## src/h2r565_pkg.sv

```systemverilog
// ----------------------------------------------------------------------------
// h2r565_pkg
// Shared types and fixed-point constants for the HSV to RGB565 converter.
// ----------------------------------------------------------------------------
`default_nettype none

package h2r565_pkg;

  localparam int FRAC_BITS     = 12;
  localparam int HUE_FRAC_BITS = 6;

  localparam int HUE_W  = 15;
  localparam int SV_W   = 13;
  localparam int CH_W   = 8;
  localparam int PK_W   = 16;

  localparam int ONE    = 1 << FRAC_BITS;
  localparam int SPAN   = 60 << HUE_FRAC_BITS;
  localparam int TURN   = 360 << HUE_FRAC_BITS;

  localparam int REM_W  = $clog2(SPAN);
  localparam int X_W    = $clog2(ONE * SPAN + 1);
  localparam int NUM_W  = SV_W + X_W;
  localparam int Y_W    = NUM_W + CH_W;

  // den = 2^(2F+HF) * 60 = 15 << DEN_SHIFT
  localparam int DEN_SHIFT = 2 * FRAC_BITS + HUE_FRAC_BITS + 2;
  localparam int Z_W       = Y_W - DEN_SHIFT;
  localparam logic [Y_W-1:0] HALF_DEN = {{(Y_W-4){1'b0}}, 4'd15} << (DEN_SHIFT - 1);

  // floor(z / 15) = ((z + 1) * RECIP) >> RECIP_SHIFT for the z range here
  localparam int RECIP_SHIFT = 16;
  localparam int RECIP       = ((1 << RECIP_SHIFT) - 1) / 15;
  localparam int Z_MAX       = 255 * 15 + 7;
  localparam int PQ_W        = Z_W + RECIP_SHIFT;

  localparam logic [CH_W-1:0] CH_MAX = 8'hFF;

  typedef enum logic [2:0] {
    SEC_RY = 3'd0,
    SEC_YG = 3'd1,
    SEC_GC = 3'd2,
    SEC_CB = 3'd3,
    SEC_BM = 3'd4,
    SEC_MR = 3'd5
  } sector_t;

  typedef struct packed {
    sector_t              sector;
    logic [REM_W-1:0]     rem;
    logic [SV_W-1:0]      sat;
    logic [SV_W-1:0]      val;
    logic                 grey;
  } prep_t;

  typedef struct packed {
    logic [X_W-1:0]       x_r;
    logic [X_W-1:0]       x_g;
    logic [X_W-1:0]       x_b;
    logic [SV_W-1:0]      val;
  } terms_t;

  typedef struct packed {
    logic [CH_W-1:0]      blue;
    logic [CH_W-1:0]      green;
    logic [CH_W-1:0]      red;
  } rgb_t;

endpackage

`default_nettype wire

```

## src/h2r565_hue.sv

```systemverilog
// ----------------------------------------------------------------------------
// h2r565_hue
// Clamps saturation and brightness, wraps the hue and splits it into a
// sector and a remainder. Two register stages.
// ----------------------------------------------------------------------------
`default_nettype none

module h2r565_hue (
  input  wire logic                        clk,
  input  wire logic                        rst_n,
  input  wire logic                        up_valid,
  output logic                             up_ready,
  input  wire logic [h2r565_pkg::HUE_W-1:0] up_hue,
  input  wire logic [h2r565_pkg::SV_W-1:0]  up_sat,
  input  wire logic [h2r565_pkg::SV_W-1:0]  up_val,
  output logic                             dn_valid,
  input  wire logic                        dn_ready,
  output h2r565_pkg::prep_t                dn_data
);
  import h2r565_pkg::*;

  logic             vld1_r, vld2_r;
  logic             ld1, ld2;
  logic [HUE_W-1:0] hw_r, hw_nxt;
  logic [SV_W-1:0]  sat1_r, sat1_nxt;
  logic [SV_W-1:0]  val1_r, val1_nxt;
  prep_t            prep_r, prep_nxt;
  logic [2:0]       cnt;
  logic [HUE_W-1:0] rem_full;

  assign ld2      = !vld2_r || dn_ready;
  assign ld1      = !vld1_r || ld2;
  assign up_ready = ld1;
  assign dn_valid = vld2_r;
  assign dn_data  = prep_r;

  always_comb begin
    hw_nxt   = (up_hue >= HUE_W'(TURN)) ? up_hue - HUE_W'(TURN) : up_hue;
    sat1_nxt = (up_sat > SV_W'(ONE)) ? SV_W'(ONE) : up_sat;
    val1_nxt = (up_val > SV_W'(ONE)) ? SV_W'(ONE) : up_val;
  end

  always_comb begin
    cnt = 3'd0;
    for (int k = 1; k < 6; k++) begin
      if (hw_r >= HUE_W'(k * SPAN)) begin
        cnt = cnt + 3'd1;
      end
    end
    rem_full        = hw_r - HUE_W'(int'(cnt) * SPAN);
    prep_nxt.sector = sector_t'(cnt);
    prep_nxt.rem    = rem_full[REM_W-1:0];
    prep_nxt.sat    = sat1_r;
    prep_nxt.val    = val1_r;
    prep_nxt.grey   = (sat1_r == '0);
  end

  always_ff @(posedge clk) begin
    if (!rst_n) begin
      vld1_r <= 1'b0;
      vld2_r <= 1'b0;
    end else begin
      if (ld1) vld1_r <= up_valid;
      if (ld2) vld2_r <= vld1_r;
    end
  end

  always_ff @(posedge clk) begin
    if (ld1) begin
      hw_r   <= hw_nxt;
      sat1_r <= sat1_nxt;
      val1_r <= val1_nxt;
    end
    if (ld2) begin
      prep_r <= prep_nxt;
    end
  end

  a_rem_in_span: assert property (@(posedge clk) disable iff (!rst_n)
    vld2_r |-> (prep_r.rem < REM_W'(SPAN)))
    else $error("hue remainder outside sector");

  a_wrap: assert property (@(posedge clk) disable iff (!rst_n)
    (up_valid && ld1) |=> (hw_r < HUE_W'(TURN)))
    else $error("hue not wrapped");

endmodule

`default_nettype wire

```

## src/h2r565_terms.sv

```systemverilog
// ----------------------------------------------------------------------------
// h2r565_terms
// Forms the p, q and t numerators (over ONE*SPAN) and routes them to the three
// channels by sector, or all ONE*SPAN for a grey word. Two register stages.
// ----------------------------------------------------------------------------
`default_nettype none

module h2r565_terms (
  input  wire logic          clk,
  input  wire logic          rst_n,
  input  wire logic          up_valid,
  output logic               up_ready,
  input  wire h2r565_pkg::prep_t up_data,
  output logic               dn_valid,
  input  wire logic          dn_ready,
  output h2r565_pkg::terms_t dn_data
);
  import h2r565_pkg::*;

  localparam int PW = SV_W + REM_W;
  localparam logic [X_W-1:0] XV = X_W'(ONE * SPAN);

  logic             vld3_r, vld4_r;
  logic             ld3, ld4;
  logic [X_W-1:0]   srem_r, srem_nxt;
  logic [X_W-1:0]   scomp_r, scomp_nxt;
  logic [X_W-1:0]   xp_r, xp_nxt;
  sector_t          sec3_r;
  logic             grey3_r;
  logic [SV_W-1:0]  val3_r;
  logic [REM_W-1:0] comp;
  logic [PW-1:0]    srem_full, scomp_full, xp_full;
  logic [X_W-1:0]   xq, xt;
  terms_t           terms_r, terms_nxt;

  assign ld4      = !vld4_r || dn_ready;
  assign ld3      = !vld3_r || ld4;
  assign up_ready = ld3;
  assign dn_valid = vld4_r;
  assign dn_data  = terms_r;

  always_comb begin
    comp       = REM_W'(SPAN) - up_data.rem;
    srem_full  = PW'(up_data.sat) * PW'(up_data.rem);
    scomp_full = PW'(up_data.sat) * PW'(comp);
    xp_full    = PW'(SV_W'(ONE) - up_data.sat) * PW'(SPAN);
    srem_nxt   = srem_full[X_W-1:0];
    scomp_nxt  = scomp_full[X_W-1:0];
    xp_nxt     = xp_full[X_W-1:0];
  end

  always_comb begin
    xq            = XV - srem_r;
    xt            = XV - scomp_r;
    terms_nxt.val = val3_r;
    case (sec3_r)
      SEC_RY: begin
        terms_nxt.x_r = XV;   terms_nxt.x_g = xt;   terms_nxt.x_b = xp_r;
      end
      SEC_YG: begin
        terms_nxt.x_r = xq;   terms_nxt.x_g = XV;   terms_nxt.x_b = xp_r;
      end
      SEC_GC: begin
        terms_nxt.x_r = xp_r; terms_nxt.x_g = XV;   terms_nxt.x_b = xt;
      end
      SEC_CB: begin
        terms_nxt.x_r = xp_r; terms_nxt.x_g = xq;   terms_nxt.x_b = XV;
      end
      SEC_BM: begin
        terms_nxt.x_r = xt;   terms_nxt.x_g = xp_r; terms_nxt.x_b = XV;
      end
      default: begin
        terms_nxt.x_r = XV;   terms_nxt.x_g = xp_r; terms_nxt.x_b = xq;
      end
    endcase
    if (grey3_r) begin
      terms_nxt.x_r = XV;
      terms_nxt.x_g = XV;
      terms_nxt.x_b = XV;
    end
  end

  always_ff @(posedge clk) begin
    if (!rst_n) begin
      vld3_r <= 1'b0;
      vld4_r <= 1'b0;
    end else begin
      if (ld3) vld3_r <= up_valid;
      if (ld4) vld4_r <= vld3_r;
    end
  end

  always_ff @(posedge clk) begin
    if (ld3) begin
      srem_r  <= srem_nxt;
      scomp_r <= scomp_nxt;
      xp_r    <= xp_nxt;
      sec3_r  <= up_data.sector;
      grey3_r <= up_data.grey;
      val3_r  <= up_data.val;
    end
    if (ld4) begin
      terms_r <= terms_nxt;
    end
  end

  a_grey_equal: assert property (@(posedge clk) disable iff (!rst_n)
    (vld3_r && grey3_r && ld4) |=>
      (terms_r.x_r == XV && terms_r.x_g == XV && terms_r.x_b == XV))
    else $error("grey word with unequal channel terms");

endmodule

`default_nettype wire

```

## src/h2r565_chan.sv

```systemverilog
// ----------------------------------------------------------------------------
// h2r565_chan
// Scales each channel term by brightness and rounds value*255 half up.
// Three register stages: multiply, scale and shift, divide by 15.
// ----------------------------------------------------------------------------
`default_nettype none

module h2r565_chan (
  input  wire logic          clk,
  input  wire logic          rst_n,
  input  wire logic          up_valid,
  output logic               up_ready,
  input  wire h2r565_pkg::terms_t up_data,
  output logic               dn_valid,
  input  wire logic          dn_ready,
  output h2r565_pkg::rgb_t   dn_data
);
  import h2r565_pkg::*;

  logic              vld5_r, vld6_r, vld7_r;
  logic              ld5, ld6, ld7;
  logic [X_W-1:0]    x_in [3];
  logic [NUM_W-1:0]  num_r [3];
  logic [NUM_W-1:0]  num_nxt [3];
  logic [Z_W-1:0]    z_r [3];
  logic [Z_W-1:0]    z_nxt [3];
  logic [CH_W-1:0]   ch_r [3];
  logic [CH_W-1:0]   ch_nxt [3];
  logic [Y_W-1:0]    y [3];
  logic [PQ_W-1:0]   prod [3];
  logic [Z_W-1:0]    quo [3];

  assign ld7      = !vld7_r || dn_ready;
  assign ld6      = !vld6_r || ld7;
  assign ld5      = !vld5_r || ld6;
  assign up_ready = ld5;
  assign dn_valid = vld7_r;
  assign dn_data  = '{blue: ch_r[2], green: ch_r[1], red: ch_r[0]};

  assign x_in[0] = up_data.x_r;
  assign x_in[1] = up_data.x_g;
  assign x_in[2] = up_data.x_b;

  always_comb begin
    for (int c = 0; c < 3; c++) begin
      num_nxt[c] = NUM_W'(up_data.val) * NUM_W'(x_in[c]);
      y[c]       = (Y_W'(num_r[c]) << CH_W) - Y_W'(num_r[c]) + HALF_DEN;
      z_nxt[c]   = y[c][Y_W-1:DEN_SHIFT];
      prod[c]    = (PQ_W'(z_r[c]) + PQ_W'(1)) * PQ_W'(RECIP);
      quo[c]     = prod[c][PQ_W-1:RECIP_SHIFT];
      ch_nxt[c]  = (quo[c] > Z_W'(CH_MAX)) ? CH_MAX : quo[c][CH_W-1:0];
    end
  end

  always_ff @(posedge clk) begin
    if (!rst_n) begin
      vld5_r <= 1'b0;
      vld6_r <= 1'b0;
      vld7_r <= 1'b0;
    end else begin
      if (ld5) vld5_r <= up_valid;
      if (ld6) vld6_r <= vld5_r;
      if (ld7) vld7_r <= vld6_r;
    end
  end

  always_ff @(posedge clk) begin
    for (int c = 0; c < 3; c++) begin
      if (ld5) num_r[c] <= num_nxt[c];
      if (ld6) z_r[c]   <= z_nxt[c];
      if (ld7) ch_r[c]  <= ch_nxt[c];
    end
  end

  a_z_range: assert property (@(posedge clk) disable iff (!rst_n)
    vld6_r |-> (z_r[0] <= Z_W'(Z_MAX) && z_r[1] <= Z_W'(Z_MAX) && z_r[2] <= Z_W'(Z_MAX)))
    else $error("scaled channel out of range");

endmodule

`default_nettype wire

```

## src/hsv_to_rgb565.sv

```systemverilog
// ----------------------------------------------------------------------------
// hsv_to_rgb565
// HSV triple to 8-bit red, green, blue and a 5-6-5 packed word.
// ----------------------------------------------------------------------------
//  channel | dir | tdata fields (lsb first)                       | tuser
//  in_     | in  | hue[14:0] sat[27:15] bright[40:28], 48 bits    | none
//  out_    | out | red[7:0] green[15:8] blue[23:16] p565[39:24]   | none
//
//  One word per clock sustained while out_tready is high. Register stages:
//  hue wrap, sector split, terms, routing, multiply, scale, divide by 15.
//  Reset clears all stage valid bits only.
//  Stalls: a full stage holds while the next holds; empty stages still load,
//  so input is taken while a result waits at the output and a stage is empty.
// ----------------------------------------------------------------------------
`default_nettype none

module hsv_to_rgb565 (
  input  wire logic        clk,
  input  wire logic        rst_n,
  input  wire logic        in_tvalid,
  output logic             in_tready,
  input  wire logic [47:0] in_tdata,   // hue, saturation, brightness, pad
  output logic             out_tvalid,
  input  wire logic        out_tready,
  output logic [39:0]      out_tdata   // red, green, blue, packed565
);
  import h2r565_pkg::*;

  logic   prep_valid, prep_ready;
  prep_t  prep;
  logic   terms_valid, terms_ready;
  terms_t terms;
  rgb_t   rgb;
  logic [PK_W-1:0] packed565;

  h2r565_hue u_hue (
    .clk      (clk),
    .rst_n    (rst_n),
    .up_valid (in_tvalid),
    .up_ready (in_tready),
    .up_hue   (in_tdata[HUE_W-1:0]),
    .up_sat   (in_tdata[HUE_W+SV_W-1:HUE_W]),
    .up_val   (in_tdata[HUE_W+2*SV_W-1:HUE_W+SV_W]),
    .dn_valid (prep_valid),
    .dn_ready (prep_ready),
    .dn_data  (prep)
  );

  h2r565_terms u_terms (
    .clk      (clk),
    .rst_n    (rst_n),
    .up_valid (prep_valid),
    .up_ready (prep_ready),
    .up_data  (prep),
    .dn_valid (terms_valid),
    .dn_ready (terms_ready),
    .dn_data  (terms)
  );

  h2r565_chan u_chan (
    .clk      (clk),
    .rst_n    (rst_n),
    .up_valid (terms_valid),
    .up_ready (terms_ready),
    .up_data  (terms),
    .dn_valid (out_tvalid),
    .dn_ready (out_tready),
    .dn_data  (rgb)
  );

  assign packed565 = {rgb.red[7:3], rgb.green[7:2], rgb.blue[7:3]};
  assign out_tdata = {packed565, rgb.blue, rgb.green, rgb.red};

  a_empty_takes: assert property (@(posedge clk) disable iff (!rst_n)
    !out_tvalid |-> in_tready)
    else $error("input blocked with empty output stage");

endmodule

`default_nettype wire
```

## config.mk

```make
export PLATFORM = sky130hd
export DESIGN_NAME = hsv_to_rgb565
export DESIGN_NICKNAME = d
export VERILOG_FILES = /design/src/h2r565_pkg.sv /design/src/h2r565_hue.sv /design/src/h2r565_terms.sv /design/src/h2r565_chan.sv /design/src/hsv_to_rgb565.sv
export SDC_FILE = /design/constraint.sdc
export NUM_CORES = 2
export LEC_CHECK = 0
export BUFFER_PORTS_ARGS = -buffer_cell sky130_fd_sc_hd__buf_2
export CORE_MARGIN = 1.5
export CORE_UTILIZATION = 55
export CTS_CLUSTER_DIAMETER = 200
export DETAILED_ROUTE_END_ITERATION = 16
export PLACE_DENSITY_LB_ADDON = 0.25
export SETUP_SLACK_MARGIN = 0.02
export SLEW_MARGIN = 10
export SYNTH_ARGS = -nofsm -noshare
export SYNTH_HDL_FRONTEND = slang
export SYNTH_SLANG_ARGS = --single-unit
```

## constraint.sdc

```tcl
create_clock -name clk -period 17.4 [get_ports clk]
set_clock_uncertainty 0.15 [all_clocks]
set_input_delay 2.61 -clock clk [delete_from_list [all_inputs] [get_ports clk]]
set_output_delay 2.61 -clock clk [all_outputs]
set_load 0.005 [all_outputs]
```

======== Yosys cells after proc, flatten, opt, wreduce, memory -nomap -nowiden ========
Memories as Yosys holds them, arrays and structs flattened.
Index checks and enable logic that the tools add are counted.
Widths: inputs -> output; s select.
cells by class
  $add $sub $neg .......................... 19
  $mul .................................... 10
  divide/modulo/power cells ............... 0
  magnitude comparators ................... 11
  equality and inequality tests ........... 4
  shift-type cells ........................ 0
  multiplexer cells ....................... 16
  bitwise gates (word level) .............. 0
  reduce and logical (&&, ||, !) cells .... 16
operators with widths
  cell                    count
  $pmux 72 s5             1
  $add 45x35->45 const B  3
  $sub 45x37->45          3
  $mul 13x24->37          3
  $mul 29x13->29 const B  3
  $mul 13x12->24          2
  $sub 24x24->24 const A  2
  $add 13x1->14 const B   3
  $gt 13x8->1 const B     3
  $ge 15x14->1 const B    2
  $ge 15x15->1 const B    2
  $gt 13x13->1 const B    2
  $mul 25x4->16 const B   1
  $mux 8                  3
  $ge 15x12->1 const B    1
  $ge 15x13->1 const B    1
  $mux 15                 1
  $sub 15x15->15 const B  1
  $sub 13x13->14 const A  1
  $logic_not 13->1        1
  $mux 3                  4
  $sub 12x12->12          1
  $sub 12x12->12 const A  1
  $add 3x1->3 const B     3
  9 further kinds         28
word-level totals
  register bits ........................... 256
  bits in latches ......................... 0
  memory bits (writable) .................. 174
  bits in read-only memories .............. 0
  bits of input ports ..................... 52
  word-level logic and storage cells ...... 104
  memories ................................ 3
memories
  memory        words  bits a word  read ports  clocked after memory_dff  write ports  line               text
  u_chan.num_r  3      37           3           0                         3            h2r565_chan.sv:23  logic [NUM_W-1:0] num_r [3];
  u_chan.z_r    3      13           3           0                         3            h2r565_chan.sv:25  logic [Z_W-1:0] z_r [3];
  u_chan.ch_r   3      8            3           0                         3            h2r565_chan.sv:27  logic [CH_W-1:0] ch_r [3];

======== Longest topological paths before layout ========
  word-level depth ........................ 12
  mapped depth ............................ 28

======== Modules after synthesis ========
Synthesis repeated with hierarchy kept, for this count alone.
unflattened totals
  cells, all modules ...................... 7017
  area, all modules ....................... 66632.7 µm²
modules (own cells, without submodules)
  module         times used  cells an instance  area an instance (µm²)
  h2r565_chan    1           4888               44502.7
  h2r565_terms   1           1898               18544.0
  h2r565_hue     1           215                3465.8
  hsv_to_rgb565  1           16                 120.1

======== Worst setup path after synthesis ========
Ideal clock, no wire load.
  path type ............................... input to output
  start point ............................. input port out_tready
  end point ............................... output port in_tready
  arrival time ............................ 4195 ps
  required time ........................... 14640 ps
  slack ................................... 10445 ps
  stages on the path ...................... 5
  path buffers ............................ 0
  path through ............................ nor2b_1 and3_1 and2_1 and3_1 nand2_1
between the ends
  word-level cells in the longest chain between the ends .. 7
ends and longest elaborated chain
  element           line                 text
  start, declared   hsv_to_rgb565.sv:24  input wire logic out_tready,
  $logic_or 1x1->1  h2r565_chan.sv:33    assign ld7 = !vld7_r || dn_ready;
  $logic_or 1x1->1  h2r565_chan.sv:34    assign ld6 = !vld6_r || ld7;
  $logic_or 1x1->1  h2r565_chan.sv:35    assign ld5 = !vld5_r || ld6;
  $logic_or 1x1->1  h2r565_terms.sv:36   assign ld4 = !vld4_r || dn_ready;
  $logic_or 1x1->1  h2r565_terms.sv:37   assign ld3 = !vld3_r || ld4;
  $logic_or 1x1->1  h2r565_hue.sv:31     assign ld2 = !vld2_r || dn_ready;
  $logic_or 1x1->1  h2r565_hue.sv:32     assign ld1 = !vld1_r || ld2;
  end, declared     hsv_to_rgb565.sv:21  output logic in_tready,
Every way passes these cells.

======== Final worst setup path ========
  start point ............................. register u_hue.prep_r (netlist bit u_hue.dn_data[28])
  end point ............................... register u_terms.scomp_r[23], data pin
between the ends
  word-level cells in the longest chain between the ends .. 2
ends and longest elaborated chain
  element                     line                text
  start, declared             h2r565_hue.sv:27    prep_t prep_r, prep_nxt;
  start signal, assigned      h2r565_hue.sv:75    prep_r <= prep_nxt;
  $sub 12x12->12              h2r565_terms.sv:43  comp = REM_W'(SPAN) - up_data.rem;
  $mul 13x12->24              h2r565_terms.sv:45  scomp_full = PW'(up_data.sat) * PW'(comp);
  net u_terms.scomp_full[23]  h2r565_terms.sv:32  logic [PW-1:0] srem_full, scomp_full, xp_full;
  end signal, assigned        h2r565_terms.sv:96  scomp_r <= scomp_nxt;
  end, declared               h2r565_terms.sv:26  logic [X_W-1:0] scomp_r, scomp_nxt;
The timed path passes the listed nets, and every way through them passes these cells.
A chain may end at the register's enable or synchronous reset.

==> reports/qor.txt <==
Initial antenna violation count: 0
Largest net degree at the start of global routing: 84
Synthesis Warnings: 0
Sink Count: 429
Initial DRC count: 2711
Hold_buf cts: 0
Die Width: 346.1 um
Total GRT Usage: 24.06%
Achievable clock frequency: 0.1272 GHz
Die ar.: 119800 um^2
Synth cell types: 84
Crit path DAT: 8.15 ns
Hold Path Stages: 0
Seq/Total Area, Yosys: 19.78%
Starting density of the core: 55.58%
Worst slew margin: 18.00%
Tmin final: 7.861 ns
Final Slew Violations: 0
RSZ-0062 raised after global routing: no
CTS tree: built
Largest cells by area after synthesis: fa_1 (31%), edfxtp_1 (20%), ha_1 (15%)
HPWL Detailed: 108100 um
Worst reg2reg path depth: 24
# nets final: 8368
Port-buffer cells: 86
Max clock buf depth: 3
Synth-to-Final Area Change: 5.228%
Post-DR vias/cell: 5.514
Setup Fix Bufs, Post-CTS: 0
WHS Endpoint: u_terms.dn_data[3]$_DFFE_PP_
Reg2reg setup slack: 9.54 ns
1st-pass router iterations: 6
Crit end category: register
Post-synth EDFFs: 422
Remaining Overflow, GRT: 0
Slew of the pin with the lowest slew margin: 1.226 ns
Tcrit/Tclk final: 45.18%
Top Ports: 94
CTS resizes: 0
Top FF cell, synth: edfxtp_1
Post-Route WL: 139600 um
Met2 Use GR: 40.87%
Final core occ: 58.49%
Avg Inst Size Synth: 9.718 um^2
Row count: 125
Critical R2R Launch: u_hue.dn_data[28]$_DFFE_PP_
Clk Latency, worst-skew pair: 0.69 ns
First-pass GRT wire length: 235000 um
Routed Antenna Nets: 0
Worst r2r dst: u_terms.scomp_r[23]$_DFFE_PP_
Post-route cell area: 68150 um^2
GR peak layer: met2
Share of the synthesized area in the top cell type: 30.60%
Core area: 116500 um^2
Hold crit path type: reg2reg
Min-delay src: u_terms.val3_r[3]$_DFFE_PP_
Clock root buffer: clkbuf_16
Number of global-route vias before repair: 47370
Setup TNS: 0 ns
Residual DRC: 0
Status: completed
Leading area contributor after synthesis: fa_1
Post-Syn Nets: 8481
Grt met1 use: 32.06%
Mapped cell area: 64760 um^2
GR Layer Usage met3: 2.793%
WL/cell: 17.19 um
Post-Place Cell Area: 66260 um^2
CP required: 17.69 ns
Vias post-DR: 44770
Worst hold margin: 0.2672 ns
Final setup fails: 0
Layout cells sized above 1: 4.245%
Ant diodes: 0
Gate Count Post-Synth: 6664
Clock-pin slew of the registers on the worst-case setup and hold paths: 0.06 ns
H-tree depth: 2
Inserted Clock Buffers: 53
Hold Vio Cnt, Final: 0
Crit Path Max Fanout: 14
Die Y: 346.1 um
CP startpoint kind: register
Fill cell count: 9962
Max_cap viols: 0
Final GP Congestion: 0.8884
Setup Crit Path Kind: reg2reg
Yosys reg bits: 429
Asr flop ratio synth: 0%
[cells by family after synthesis]
logic type / count (synthesis) / share of synthesized area (%)
AND/OR/NAND/NOR: 1982 / 14.61
AO/OA/AOI/OAI: 669 / 6.938
adder cells (fa/ha/maj): 1765 / 45.58
buffers and inverters: 1504 / 8.810
XOR/XNOR: 304 / 4.111
flip-flops: 429 / 19.78
multiplexers: 11 / 0.1758
[cell usage in the layout, fill, tap and decap left out, drive strengths merged, types with 34 or more instances in the layout]
master  Yosys  layout
o21ai      97      97
clkbuf    272      56
o21a       36      36
inv      1208    1217
edfxtp    422     422
xnor2     209     209
nor3       58      58
buf        24     128
nand2     912     912
nand2b     43      43
and3       34      34
ha        775     775
nor2      226     226
xor2       95      95
and2      471     471
nand3      77      77
a21o      108     108
a21oi     215     215
fa        990     990
nor2b      56      56
[worst max-delay path by stage]
stage / endpoint / startpoint / cells past startpoint
final: u_terms.scomp_r[23]$_DFFE_PP_ / u_hue.dn_data[28]$_DFFE_PP_ / 24
after global routing: u_terms.scomp_r[23]$_DFFE_PP_ / u_hue.dn_data[28]$_DFFE_PP_ / 26
after CTS: u_terms.scomp_r[23]$_DFFE_PP_ / u_hue.dn_data[28]$_DFFE_PP_ / 24
after detailed placement: u_terms.scomp_r[23]$_DFFE_PP_ / u_hue.dn_data[28]$_DFFE_PP_ / 24
after global placement: u_terms.scomp_r[23]$_DFFE_PP_ / u_hue.dn_data[28]$_DFFE_PP_ / 24
after floorplan: in_tready / out_tready / 5
[synth_stat cells, drive strengths merged (23+ instances only)]
cell	n
inv	1208
fa	990
nand2	912
ha	775
and2	471
edfxtp	422
clkbuf	272
nor2	226
a21oi	215
xnor2	209
a21o	108
o21ai	97
xor2	95
nand3	77
nor3	58
nor2b	56
nand2b	43
o21a	36
and3	34
a211oi	31
o21bai	28
buf	24
or3	23
[worst max-delay path: stages, from the launching register on]
cell and delay [ns]:
edfxtp_1 0.61, inv_1 0.19, ha_1 0.21, nand2_1 0.09, or3_1 0.36, or3_1 0.37
nand3_1 0.12, xor2_1 0.86, and2_1 0.27, fa_1 0.42, inv_1 0.08, fa_1 0.43
fa_1 0.49, inv_1 0.05, fa_1 0.49, fa_1 0.42, ha_1 0.36, a21o_1 0.20
a21o_1 0.18, a21oi_1 0.25, o21ai_0 0.14, o21a_1 0.14, a41o_1 0.26, o41a_1 0.33
xnor2_1 0.13
[per-stage QoR]
| step | instances | worst slack (ns) |
|---|---|---|
| 2_1_floorplan | 6664 | 10.44 |
| 3_3_place_gp | 8020 | 9.697 |
| 3_5_place_dp | 8020 | 9.554 |
| 4_1_cts | 8120 | 9.553 |
| 5_1_grt | 8120 | 9.161 |
| 6_report | 8120 | 9.539 |
[metal layers]
metal / share of wire [%] / vias up
met1: 44 / 22490
met2: 48 / 1210
met4: 3.0 / 0
met3: 5.4 / 217
li1: - / 20850
met5: 0 / -
[state kept, by name (all words and copies together) (netlist names), 16 cells and up]
signal           cells
u_chan.ch_r         24
u_chan.num_r       111
u_chan.z_r          39
u_hue.dn_data       42
u_terms.dn_data     85
u_terms.scomp_r     24
u_terms.srem_r      23
u_terms.xp_r        16
[layout make-up]
type / count / area [um^2] / area share, %
Inverter: 1208 / 4538 / 6.659
Clock inverter: 44 / 548.0 / 0.8042
Sequential cell: 429 / 12810 / 18.80
Clock buffer: 56 / 1338 / 1.963
Tap cell: 1524 / 1907 / 2.798
Timing Repair Buffer: 128 / 745.7 / 1.094
Multi-Input combinational cell: 4731 / 46260 / 67.88
Power is left out: the tool's default activity adds up to more than one toggle a clock period on the data nets, which glitch-free logic cannot reach.
